<file path="config.mk">
export PLATFORM = sky130hd
export DESIGN_NAME = integer_to_ascii_formatter
export DESIGN_NICKNAME = d
export VERILOG_FILES = /design/src/hdl/itoa_pkg.sv /design/src/hdl/integer_to_ascii_formatter.sv /design/src/hdl/itoa_conv.sv
export SDC_FILE = /design/constraint.sdc
export NUM_CORES = 1
export LEC_CHECK = 0
export BUFFER_PORTS_ARGS = -buffer_cell sky130_fd_sc_hd__buf_4
export CAP_MARGIN = 20
export CORE_UTILIZATION = 60
export DETAILED_ROUTE_END_ITERATION = 7
export PLACE_DENSITY_LB_ADDON = 0.05
export SYNTH_ARGS = -nofsm -noshare
export SYNTH_HDL_FRONTEND = slang
export SYNTH_SLANG_ARGS = --single-unit
</file>
<file path="constraint.sdc">
create_clock -name clock -period 10 [get_ports clock]
set_input_delay 1.5 -clock clock [delete_from_list [all_inputs] [get_ports clock]]
set_output_delay 1.5 -clock clock [all_outputs]
set_load 0.1 [all_outputs]
</file>
<file path="src/hdl/itoa_pkg.sv">
`default_nettype none

package itoa_pkg;

   localparam int BIN_W         = 64;
   localparam int DIGIT_CAP     = 20;
   localparam int DIGS_W        = DIGIT_CAP * 4;
   localparam int NDIG_W        = 5;
   localparam int WIDTH_W       = 6;
   localparam int MAX_WIDTH_DEF = 62;
   localparam int BITS_PER_STEP = 2;
   localparam int DABBLE_STEPS  = BIN_W / BITS_PER_STEP;
   localparam int STEP_W        = $clog2(DABBLE_STEPS);

   localparam logic [7:0] CH_SPACE = 8'h20;
   localparam logic [7:0] CH_MINUS = 8'h2D;
   localparam logic [7:0] CH_ZERO  = 8'h30;
   localparam logic [7:0] CH_UP_A  = 8'h41;
   localparam logic [7:0] CH_LO_A  = 8'h61;
   localparam logic [7:0] CH_UP_X  = 8'h58;
   localparam logic [7:0] CH_LO_X  = 8'h78;

   // Commands from the sequencer to the digit unit.
   typedef struct packed {
      logic             start;
      logic             neg;
      logic             hex;
      logic             pop;
   } conv_ctl_type;

   // Status from the digit unit.
   typedef struct packed {
      logic              done;
      logic [NDIG_W-1:0] ndig;
      logic [3:0]        top;
   } conv_stat_type;

endpackage

`default_nettype wire

</file>
<file path="src/hdl/integer_to_ascii_formatter.sv">
`default_nettype none

// Integer to ASCII formatter. Each request carries a 64-bit value with its
// format options and produces its text on the rsp_ channel, one character per
// response, rsp_last high on the final one. The text is
// [spaces][minus][0x|0X][zeros][digits]: space padding leaves the minus just
// before the digits and does not count the hex prefix toward the width, zero
// padding puts minus and prefix first and counts them. Widths above MAX_WIDTH
// saturate; a zero value prints "0". The minus is printed only for signed
// decimal. Timing: one request at a time, req_ready is low while a number is
// in progress. Decimal digits come from a shift-and-add-3 unit working two
// bits per cycle; hex loads its nibbles directly. A normalize pass then drops
// leading zeros, one digit per cycle, and then hands the digits over.
// Characters then leave at one per cycle while rsp_ready is high, except
// where the text changes phase between padding, sign, prefix and digits;
// after the last one the block returns to idle before the next request.
module integer_to_ascii_formatter #(
   parameter int MAX_WIDTH = itoa_pkg::MAX_WIDTH_DEF
) (
   input  wire logic                            clock,
   input  wire logic                            reset,
   input  wire logic                            req_valid,
   output      logic                            req_ready,
   input  wire logic [itoa_pkg::BIN_W-1:0]      req_value,
   input  wire logic                            req_is_signed,
   input  wire logic                            req_base_hex,
   input  wire logic                            req_upper_case,
   input  wire logic                            req_hex_prefix,
   input  wire logic                            req_zero_pad,
   input  wire logic [itoa_pkg::WIDTH_W-1:0]    req_width,
   output      logic                            rsp_valid,
   input  wire logic                            rsp_ready,
   output      logic [7:0]                      rsp_ch,
   output      logic                            rsp_last
);
   import itoa_pkg::*;

   localparam logic [WIDTH_W-1:0] MAX_W = WIDTH_W'(MAX_WIDTH);

   typedef enum logic [2:0] {
      ST_IDLE,
      ST_CONV,
      ST_SPACE,
      ST_SIGN,
      ST_PFX0,
      ST_PFXX,
      ST_ZERO,
      ST_DIGIT
   } state_type;

   state_type            state_ff, state_in;
   logic                 neg_ff, neg_in;
   logic                 pfx_ff, pfx_in;
   logic                 zp_ff, zp_in;
   logic                 up_ff, up_in;
   logic [WIDTH_W-1:0]   w_ff, w_in;
   logic [WIDTH_W-1:0]   spc_ff, spc_in;
   logic [WIDTH_W-1:0]   zro_ff, zro_in;
   logic [NDIG_W-1:0]    dcnt_ff, dcnt_in;
   logic                 rsp_valid_ff, rsp_valid_in;
   logic [7:0]           rsp_ch_ff, rsp_ch_in;
   logic                 rsp_last_ff, rsp_last_in;

   conv_ctl_type         ctl;
   conv_stat_type        stat;

   logic                 accept;
   logic                 can_emit;
   logic [WIDTH_W-1:0]   n_ext;
   logic [WIDTH_W-1:0]   field;
   logic [WIDTH_W-1:0]   fmn;
   logic [WIDTH_W-1:0]   head;
   logic [7:0]           dig_ch;

   assign accept   = req_valid && req_ready;
   assign can_emit = !rsp_valid_ff || rsp_ready;

   // Field layout, valid once the digit unit reports done.
   assign n_ext = WIDTH_W'(stat.ndig);
   assign field = (w_ff < n_ext) ? n_ext : w_ff;
   assign fmn   = field - n_ext;
   assign head  = WIDTH_W'(neg_ff) + (pfx_ff ? WIDTH_W'(2) : WIDTH_W'(0));

   assign dig_ch = (stat.top < 4'd10) ? (CH_ZERO + 8'(stat.top))
                 : ((up_ff ? CH_UP_A : CH_LO_A) + 8'(stat.top - 4'd10));

   assign ctl.start = accept;
   assign ctl.neg   = req_is_signed && !req_base_hex && req_value[BIN_W-1];
   assign ctl.hex   = req_base_hex;
   assign ctl.pop   = (state_ff == ST_DIGIT) && can_emit;

   itoa_conv u_conv (
      .clock (clock),
      .reset (reset),
      .ctl   (ctl),
      .value (req_value),
      .stat  (stat)
   );

   always_comb begin
      state_in     = state_ff;
      neg_in       = neg_ff;
      pfx_in       = pfx_ff;
      zp_in        = zp_ff;
      up_in        = up_ff;
      w_in         = w_ff;
      spc_in       = spc_ff;
      zro_in       = zro_ff;
      dcnt_in      = dcnt_ff;
      rsp_valid_in = rsp_valid_ff && !rsp_ready;
      rsp_ch_in    = rsp_ch_ff;
      rsp_last_in  = rsp_last_ff;

      case (state_ff)
         ST_IDLE: begin
            if (accept) begin
               // latch options, saturate width
               neg_in   = ctl.neg;
               pfx_in   = req_base_hex && req_hex_prefix;
               zp_in    = req_zero_pad;
               up_in    = req_upper_case;
               w_in     = (req_width > MAX_W) ? MAX_W : req_width;
               state_in = ST_CONV;
            end
         end
         ST_CONV: begin
            if (stat.done) begin
               dcnt_in = stat.ndig;
               if (zp_ff) begin
                  spc_in = '0;
                  zro_in = (fmn > head) ? (fmn - head) : '0;
               end else begin
                  // the minus takes the place of the last space
                  spc_in = (fmn > WIDTH_W'(neg_ff)) ? (fmn - WIDTH_W'(neg_ff)) : '0;
                  zro_in = '0;
               end
               state_in = ST_SPACE;
            end
         end
         ST_SPACE: begin
            if (spc_ff == '0) begin
               state_in = ST_SIGN;
            end else if (can_emit) begin
               rsp_valid_in = 1'b1;
               rsp_ch_in    = CH_SPACE;
               rsp_last_in  = 1'b0;
               spc_in       = spc_ff - WIDTH_W'(1);
            end
         end
         ST_SIGN: begin
            if (!neg_ff) begin
               state_in = ST_PFX0;
            end else if (can_emit) begin
               rsp_valid_in = 1'b1;
               rsp_ch_in    = CH_MINUS;
               rsp_last_in  = 1'b0;
               state_in     = ST_PFX0;
            end
         end
         ST_PFX0: begin
            if (!pfx_ff) begin
               state_in = ST_ZERO;
            end else if (can_emit) begin
               rsp_valid_in = 1'b1;
               rsp_ch_in    = CH_ZERO;
               rsp_last_in  = 1'b0;
               state_in     = ST_PFXX;
            end
         end
         ST_PFXX: begin
            if (can_emit) begin
               rsp_valid_in = 1'b1;
               rsp_ch_in    = up_ff ? CH_UP_X : CH_LO_X;
               rsp_last_in  = 1'b0;
               state_in     = ST_ZERO;
            end
         end
         ST_ZERO: begin
            if (zro_ff == '0) begin
               state_in = ST_DIGIT;
            end else if (can_emit) begin
               rsp_valid_in = 1'b1;
               rsp_ch_in    = CH_ZERO;
               rsp_last_in  = 1'b0;
               zro_in       = zro_ff - WIDTH_W'(1);
            end
         end
         ST_DIGIT: begin
            if (can_emit) begin
               rsp_valid_in = 1'b1;
               rsp_ch_in    = dig_ch;
               rsp_last_in  = (dcnt_ff == NDIG_W'(1));
               dcnt_in      = dcnt_ff - NDIG_W'(1);
               if (dcnt_ff == NDIG_W'(1)) begin
                  state_in = ST_IDLE;
               end
            end
         end
         default: begin
            state_in = ST_IDLE;
         end
      endcase
   end

   always_ff @(posedge clock) begin
      if (reset) begin
         state_ff     <= ST_IDLE;
         rsp_valid_ff <= 1'b0;
      end else begin
         state_ff     <= state_in;
         rsp_valid_ff <= rsp_valid_in;
      end
      neg_ff      <= neg_in;
      pfx_ff      <= pfx_in;
      zp_ff       <= zp_in;
      up_ff       <= up_in;
      w_ff        <= w_in;
      spc_ff      <= spc_in;
      zro_ff      <= zro_in;
      dcnt_ff     <= dcnt_in;
      rsp_ch_ff   <= rsp_ch_in;
      rsp_last_ff <= rsp_last_in;
   end

   assign req_ready = (state_ff == ST_IDLE);
   assign rsp_valid = rsp_valid_ff;
   assign rsp_ch    = rsp_ch_ff;
   assign rsp_last  = rsp_last_ff;

endmodule

`default_nettype wire

</file>
<file path="src/hdl/itoa_conv.sv">
`default_nettype none

module itoa_conv (
   input  wire logic                          clock,
   input  wire logic                          reset,
   input  wire itoa_pkg::conv_ctl_type        ctl,
   input  wire logic [itoa_pkg::BIN_W-1:0]    value,
   output      itoa_pkg::conv_stat_type       stat
);
   import itoa_pkg::*;

   typedef enum logic [1:0] {
      CV_IDLE,
      CV_DABBLE,
      CV_NORM,
      CV_HOLD
   } cv_state_type;

   cv_state_type         state_ff, state_in;
   logic [BIN_W-1:0]     bin_ff, bin_in;
   logic [DIGS_W-1:0]    bcd_ff, bcd_in;
   logic [STEP_W-1:0]    step_ff, step_in;
   logic [NDIG_W-1:0]    ndig_ff, ndig_in;

   logic [BIN_W-1:0]     mag;
   logic [BIN_W-1:0]     bin_dab;
   logic [DIGS_W-1:0]    bcd_dab;

   assign mag = ctl.neg ? (~value + BIN_W'(1)) : value;

   // Shift-and-add-3 binary to BCD, two bits per cycle.
   always_comb begin
      logic [BIN_W-1:0]  b;
      logic [DIGS_W-1:0] d;
      b = bin_ff;
      d = bcd_ff;
      for (int k = 0; k < BITS_PER_STEP; k++) begin
         for (int i = 0; i < DIGIT_CAP; i++) begin
            if (d[i*4 +: 4] >= 4'd5) begin
               d[i*4 +: 4] = d[i*4 +: 4] + 4'd3;
            end
         end
         d = {d[DIGS_W-2:0], b[BIN_W-1]};
         b = {b[BIN_W-2:0], 1'b0};
      end
      bin_dab = b;
      bcd_dab = d;
   end

   always_comb begin
      state_in = state_ff;
      bin_in   = bin_ff;
      bcd_in   = bcd_ff;
      step_in  = step_ff;
      ndig_in  = ndig_ff;
      if (ctl.start) begin
         step_in = '0;
         ndig_in = NDIG_W'(DIGIT_CAP);
         if (ctl.hex) begin
            bcd_in   = DIGS_W'(value);
            bin_in   = '0;
            state_in = CV_NORM;
         end else begin
            bcd_in   = '0;
            bin_in   = mag;
            state_in = CV_DABBLE;
         end
      end else begin
         case (state_ff)
            CV_DABBLE: begin
               bin_in  = bin_dab;
               bcd_in  = bcd_dab;
               step_in = step_ff + STEP_W'(1);
               if (step_ff == STEP_W'(DABBLE_STEPS - 1)) begin
                  state_in = CV_NORM;
               end
            end
            CV_NORM: begin
               // drop leading zero digits, keep at least one
               if (bcd_ff[DIGS_W-1 -: 4] == 4'd0 && ndig_ff > NDIG_W'(1)) begin
                  bcd_in  = {bcd_ff[DIGS_W-5:0], 4'd0};
                  ndig_in = ndig_ff - NDIG_W'(1);
               end else begin
                  state_in = CV_HOLD;
               end
            end
            CV_HOLD: begin
               if (ctl.pop) begin
                  bcd_in = {bcd_ff[DIGS_W-5:0], 4'd0};
               end
            end
            default: begin
               state_in = CV_IDLE;
            end
         endcase
      end
   end

   always_ff @(posedge clock) begin
      if (reset) begin
         state_ff <= CV_IDLE;
      end else begin
         state_ff <= state_in;
      end
      bin_ff  <= bin_in;
      bcd_ff  <= bcd_in;
      step_ff <= step_in;
      ndig_ff <= ndig_in;
   end

   assign stat.done = (state_ff == CV_HOLD);
   assign stat.ndig = ndig_ff;
   assign stat.top  = bcd_ff[DIGS_W-1 -: 4];

endmodule

`default_nettype wire
</file>
* Word-level counts from Yosys, hierarchy flattened
Index checks and enable logic that the tools add are counted.
** Word-level totals
- Register bits :: 196
- Input bits :: 79
- Word-level logic and storage cells :: 291
** Operators by class
- $add $sub $neg :: 53
- Magnitude comparators :: 46
- Equality and inequality tests :: 33
- Multiplexer cells :: 109
- Bitwise operators :: 1
- Reduce and logical (&&, ||, !) cells :: 32
** Operator list (count)
- $mux 64 :: 5
- $mux 80 :: 3
- $pmux 80 s3 :: 1
- $ge 4x3->1 const B :: 40
- $add 4x2->4 const B :: 38
- $mux 4 :: 38
- $mux 8 :: 10
- $mux 6 :: 13
- $add 64x1->64 const B :: 1
- $not 64->64 :: 1
- $pmux 8 s6 :: 1
- $mux 3 :: 13
- $ne 2x2->1 const B :: 12
- $pmux 3 s8 :: 1
- $pmux 6 s2 :: 2
- $reduce_and 9->1 :: 2
- $eq 3x3->1 const B :: 4
- $logic_not 6->1 :: 2
- $sub 6x1->6 const B :: 2
- $mux 1 :: 11
- $mux 2 :: 5
- $mux 5 :: 2
- $pmux 5 s2 :: 1
- $sub 5x1->5 const B :: 2
- other kinds (40) :: 64

* Logic depth before layout (Yosys ltp)
- Depth in word-level cells :: 8
- Gate-level depth with buffers :: 16

* Cells and area by module
A second synthesis with hierarchy kept.
** Unflattened totals
- Cells, all modules :: 1604
- Area, all modules :: 14904.3 µm²
** Modules (own cells, without submodules)
- itoa_conv :: instances 1, cells an instance 1298, area each 11977.7 µm², seq. area each 4564.4 µm²
- integer_to_ascii_formatter :: instances 1, cells an instance 306, area each 2926.6 µm², seq. area each 1161.1 µm²

* Least setup slack after synthesis
Ideal clock, no wire load.
- Path kind :: input to register
- Start :: input port rsp_ready
- End :: register u_conv.bcd_ff[0] (enable)
- Setup time :: 0.629 ns
- Arrival :: 7.364 ns
- Data required time :: 9.371 ns
- Slack :: 2.007 ns
- Cell stages on the path :: 3
- Path buffers :: 0
- Cell sequence :: nand2b_1 a31oi_1 o21ai_0
** Between the ends
- Cells in the longest elaborated chain, start to end :: 4
** RTL lines
- from (decl) :: RTL line integer_to_ascii_formatter.sv:32 : input wire logic rsp_ready,
- $logic_or 1x1->1 :: RTL line integer_to_ascii_formatter.sv:76 : assign can_emit = !rsp_valid_ff || rsp_ready;
- $logic_and 1x1->1 :: RTL line integer_to_ascii_formatter.sv:90 : assign ctl.pop = (state_ff == ST_DIGIT) && can_emit;
- $ne 3x2->1 (no source line)
- $reduce_and 3->1 (no source line)
- to (signal assigned) :: RTL line itoa_conv.sv:106 : bcd_ff <= bcd_in;
- to (decl) :: RTL line itoa_conv.sv:21 : logic [DIGS_W-1:0] bcd_ff, bcd_in;
No other way between the ends.
A chain may end at the register's enable or synchronous reset.

* Final worst setup path
- Start :: register u_conv.ndig_ff[3]
- End :: register zro_ff[5] (data pin)
** Between the ends
- Cells in the longest elaborated chain, start to end :: 8
- Elaborated cells between the ends (all ways) :: 9
** RTL lines
- from (decl) :: RTL line itoa_conv.sv:23 : logic [NDIG_W-1:0] ndig_ff, ndig_in;
- from (signal assigned) :: RTL line itoa_conv.sv:108 : ndig_ff <= ndig_in;
- $lt 6x5->1 :: RTL line integer_to_ascii_formatter.sv:80 : assign field = (w_ff < n_ext) ? n_ext : w_ff;
- $mux 6 :: RTL line integer_to_ascii_formatter.sv:80
- $sub 6x5->6 * :: RTL line integer_to_ascii_formatter.sv:81 : assign fmn = field - n_ext;
- $sub 6x3->6 or $gt 6x3->1 (tied branches) :: RTL line integer_to_ascii_formatter.sv:131 : zro_in = (fmn > head) ? (fmn - head) : '0;
- $mux 6 * :: RTL line integer_to_ascii_formatter.sv:131
- $mux 6 * :: RTL line integer_to_ascii_formatter.sv:129 : if (zp_ff) begin
- $mux 6 * :: RTL line integer_to_ascii_formatter.sv:127 : if (stat.done) begin
- $pmux 6 s2 * :: RTL line integer_to_ascii_formatter.sv:114 : case (state_ff)
- via zro_in[5] :: RTL line integer_to_ascii_formatter.sv:58 : logic [WIDTH_W-1:0] zro_ff, zro_in;
- to (signal assigned) :: RTL line integer_to_ascii_formatter.sv:219 : zro_ff <= zro_in;
- to (decl) :: RTL line integer_to_ascii_formatter.sv:58
Mark *: on every way through the listed nets, which the timed path passes. The rest lies on a longest branch. The select of a mux whose other input is x is not followed.

==> impl_metrics.yaml <==
cts:
  cts_num_sinks: 196
  cts_hold_buf: 0
  htreeDepth: 4
  ctsRootBufferMaster: "clkbuf_16"
  cts_buffers: 17
  clk_path_buf_depth: 2
  clk_latency_ns: 0.44
  cts_tree: "done"
  post_cts_buffers: 0
  clk_pin_slew_ns: 0.07
  cts.repair.resized: 0
floorplanning:
  die_y_um: 159.9
  dieArea_um2: 25570
  coreArea_um2: 24390
  die_x_um: 159.9
  initial_core_util: 0.6135
  rows: 57
  num_io_pins: 90
placed_design:
  io_buffers: 89
  place_ws_ns: 5.789
  gp_congestion: 0.8504
  placedCellCount: 2034
  dp_hpwl_um: 23880
  placed_area_um2: 15850
layout:
  layout-drive-gt1-share: 0.1107
  regArea_um2: 5725
  final_cells: 2068
  final_common_cell: "o21ai_0"
  final_util: 0.6772
  layout_common_cells: "o21ai_0 (185), edfxtp_1 (180), a21oi_1 (179), nand2_1 (153), nor2_1 (136)"
  num_antenna_cells: 0
  fillers: 2026
  multi_input_area_um2: 8635
  syn_to_final_growth_pct: 10.39
  final_area_um2: 16520
  layout.nets: 1924
timing:
  finalCriticalPeriod_ns: 4.236
  fin_skew_ns: 0.01454
  fmax_mhz: 236.1
  period_share: 0.4236
  tightestPinTransition_ns: 1.095
  setup-violations-final: 0
  hold_viol: 0
  rsz0062_at_grt: "false"
  relSlewSlack: 0.2699
  slew_viol_final: 0
  finalSetupTns_ns: 0
  setup_slack_ns: 5.764
detailed_routing:
  dr.pass1.iters: 8
  antenna_left: 0
  drcViolationCount: 0
  first_iter_violations: 1176
  wire_per_inst_um: 16.76
  drt-total-wl_um: 34660
  vias: 12430
  avgViaCountPerCell: 6.011
pwr:
  p_per_area_nw_per_um2: 380.6
  p_leak_nw: 6.404
  vdd_drop_max_uv: 204.1
critical_path:
  start_kind: "flop"
  reg2regPathDepth: 14
  crit_chain: "inv_1, ha_1, a21o_1, a211oi_1, o21ai_1, nor2_1, a21oi_1, ha_1, fa_1, inv_1, fa_1, a21boi_0, o311ai_1, o22ai_1"
  critPathArrivalTime_ns: 4.40
  critPathKind: "reg -> reg"
  slowest_delay_ns: 0.59
  critPathMaxFanout: 8
  crit_required_ns: 10.17
  endpoint_kind: "flop"
  slowest_stage: "o311ai_1"
synth:
  synthesis.instances: 1686
  ys_async_sr_fraction: 0
  synth-edff-count: 180
  yosysUniqueCellTypes: 62
  synth.net_count: 1879
  avgSynthCellArea_um2: 8.875
  ys_warn_count: 0
  seq_area_frac_synth: 0.3826
  synthFlopType: "edfxtp_1"
  syn_area_um2: 14960
  synth_seq_cells: 196
global_routing:
  grtUsageTotal: 0.2757
  first_global_vias: 12030
  grt_pass1_wl_um: 57700
  antenna_found_initial: 0
  grt_start_max_net_pins: 80
  grt_overflow: 0
min_path:
  hold_class: "reg -> reg"
  holdPathStages: 2
outcome:
  status: "finished clean"
run:
  drv_cap: 0
==> cell type report <==
cell class | count | area share
inverter | 96 | 0.02181
multi-input combinational | 1321 | 0.5227
tap | 324 | 0.02454
clock inverter | 6 | 0.002803
clock buffer | 26 | 0.03545
sequential | 196 | 0.3466
timing repair buffer | 99 | 0.04605
==> flip-flops by register name, indices dropped and copies added, names as in the netlist, 6 cells and up <==
name           cells
u_conv.bcd_ff     80
u_conv.bin_ff     64
rsp_ch             8
spc_ff             6
w_ff               6
zro_ff             6
==> final timing paths <==
check / startpoint / slack [ns] / end
max: u_conv.ndig_ff[3]$_SDFFE_PP0P_ / 5.76 / zro_ff[5]$_DFFE_PP_
min: u_conv.state_ff[1]$_SDFFE_PP0P_ / 0.50 / u_conv.state_ff[1]$_SDFFE_PP0P_
min reg2reg: u_conv.state_ff[1]$_SDFFE_PP0P_ / 0.50 / u_conv.state_ff[1]$_SDFFE_PP0P_
max reg2reg: u_conv.ndig_ff[3]$_SDFFE_PP0P_ / 5.76 / zro_ff[5]$_DFFE_PP_
==> worst max-delay path: cells and delay by family, from the launching register on <==
family	cells	cell delay (ns)
buffers and inverters	2	0.22
flip-flops	1	0.35
AND/OR/NAND/NOR	1	0.14
AO/OA/AOI/OAI	7	1.68
adder cells (fa/ha/maj)	4	1.58
==> cells in the mapped netlist (all sizes together) (8+ instances only) <==
library cell / count / area, µm²
a211oi: 20 / 150.1
a21oi: 179 / 895.9
and3: 8 / 51.30
clkbuf: 68 / 255.2
dfxtp: 16 / 320.3
edfxtp: 180 / 5405
ha: 112 / 1401
inv: 96 / 360.3
mux2: 23 / 259.0
mux2i: 26 / 260.3
nand2: 155 / 589.3
nand2b: 29 / 181.4
nand3: 35 / 175.2
nor2: 137 / 514.2
nor2b: 28 / 175.2
nor3: 21 / 105.1
nor3b: 38 / 285.3
nor4: 8 / 71.32
o21a: 23 / 172.7
o21ai: 194 / 970.9
o22ai: 12 / 75.07
o31ai: 14 / 110.1
or2: 22 / 137.6
or3: 29 / 183.9
xnor2: 91 / 797.0
xor2: 59 / 516.8
==> metrics by stage <==
step	hold slack [ns]	power, mW
floorplan	0.4587	4.803
global placement	0.4813	5.401
detailed placement	0.4907	5.526
CTS	0.5002	6.280
global route	0.5384	6.868
finish	0.5006	6.286
==> cells by family after synthesis <==
| logic type | synth area share |
|---|---|
| buf+inv | 0.04239 |
| compound gates | 0.1816 |
| mux | 0.03470 |
| xor+xnor | 0.08780 |
| fa+ha+maj | 0.09633 |
| simple gates | 0.1745 |
| flops | 0.3826 |
==> where the power goes <==
part / leakage (nW) / total [mW] / switching [mW] / internal, mW
clock: 0.314 / 0.727 / 0.317 / 0.410
sequential: 1.90 / 1.77 / 0.267 / 1.51
combinational: 4.19 / 3.78 / 2.18 / 1.60
==> layer usage <==
layer  global-route usage  wire length, µm  vias up
met5                    0                0        -
met4              0.07100              483        0
met3              0.03169             1620       34
met2               0.4883            17270      317
met1               0.3571            15290     6000
li1                     -                -     6080
Note: power is estimated with default switching activity, not from simulation.
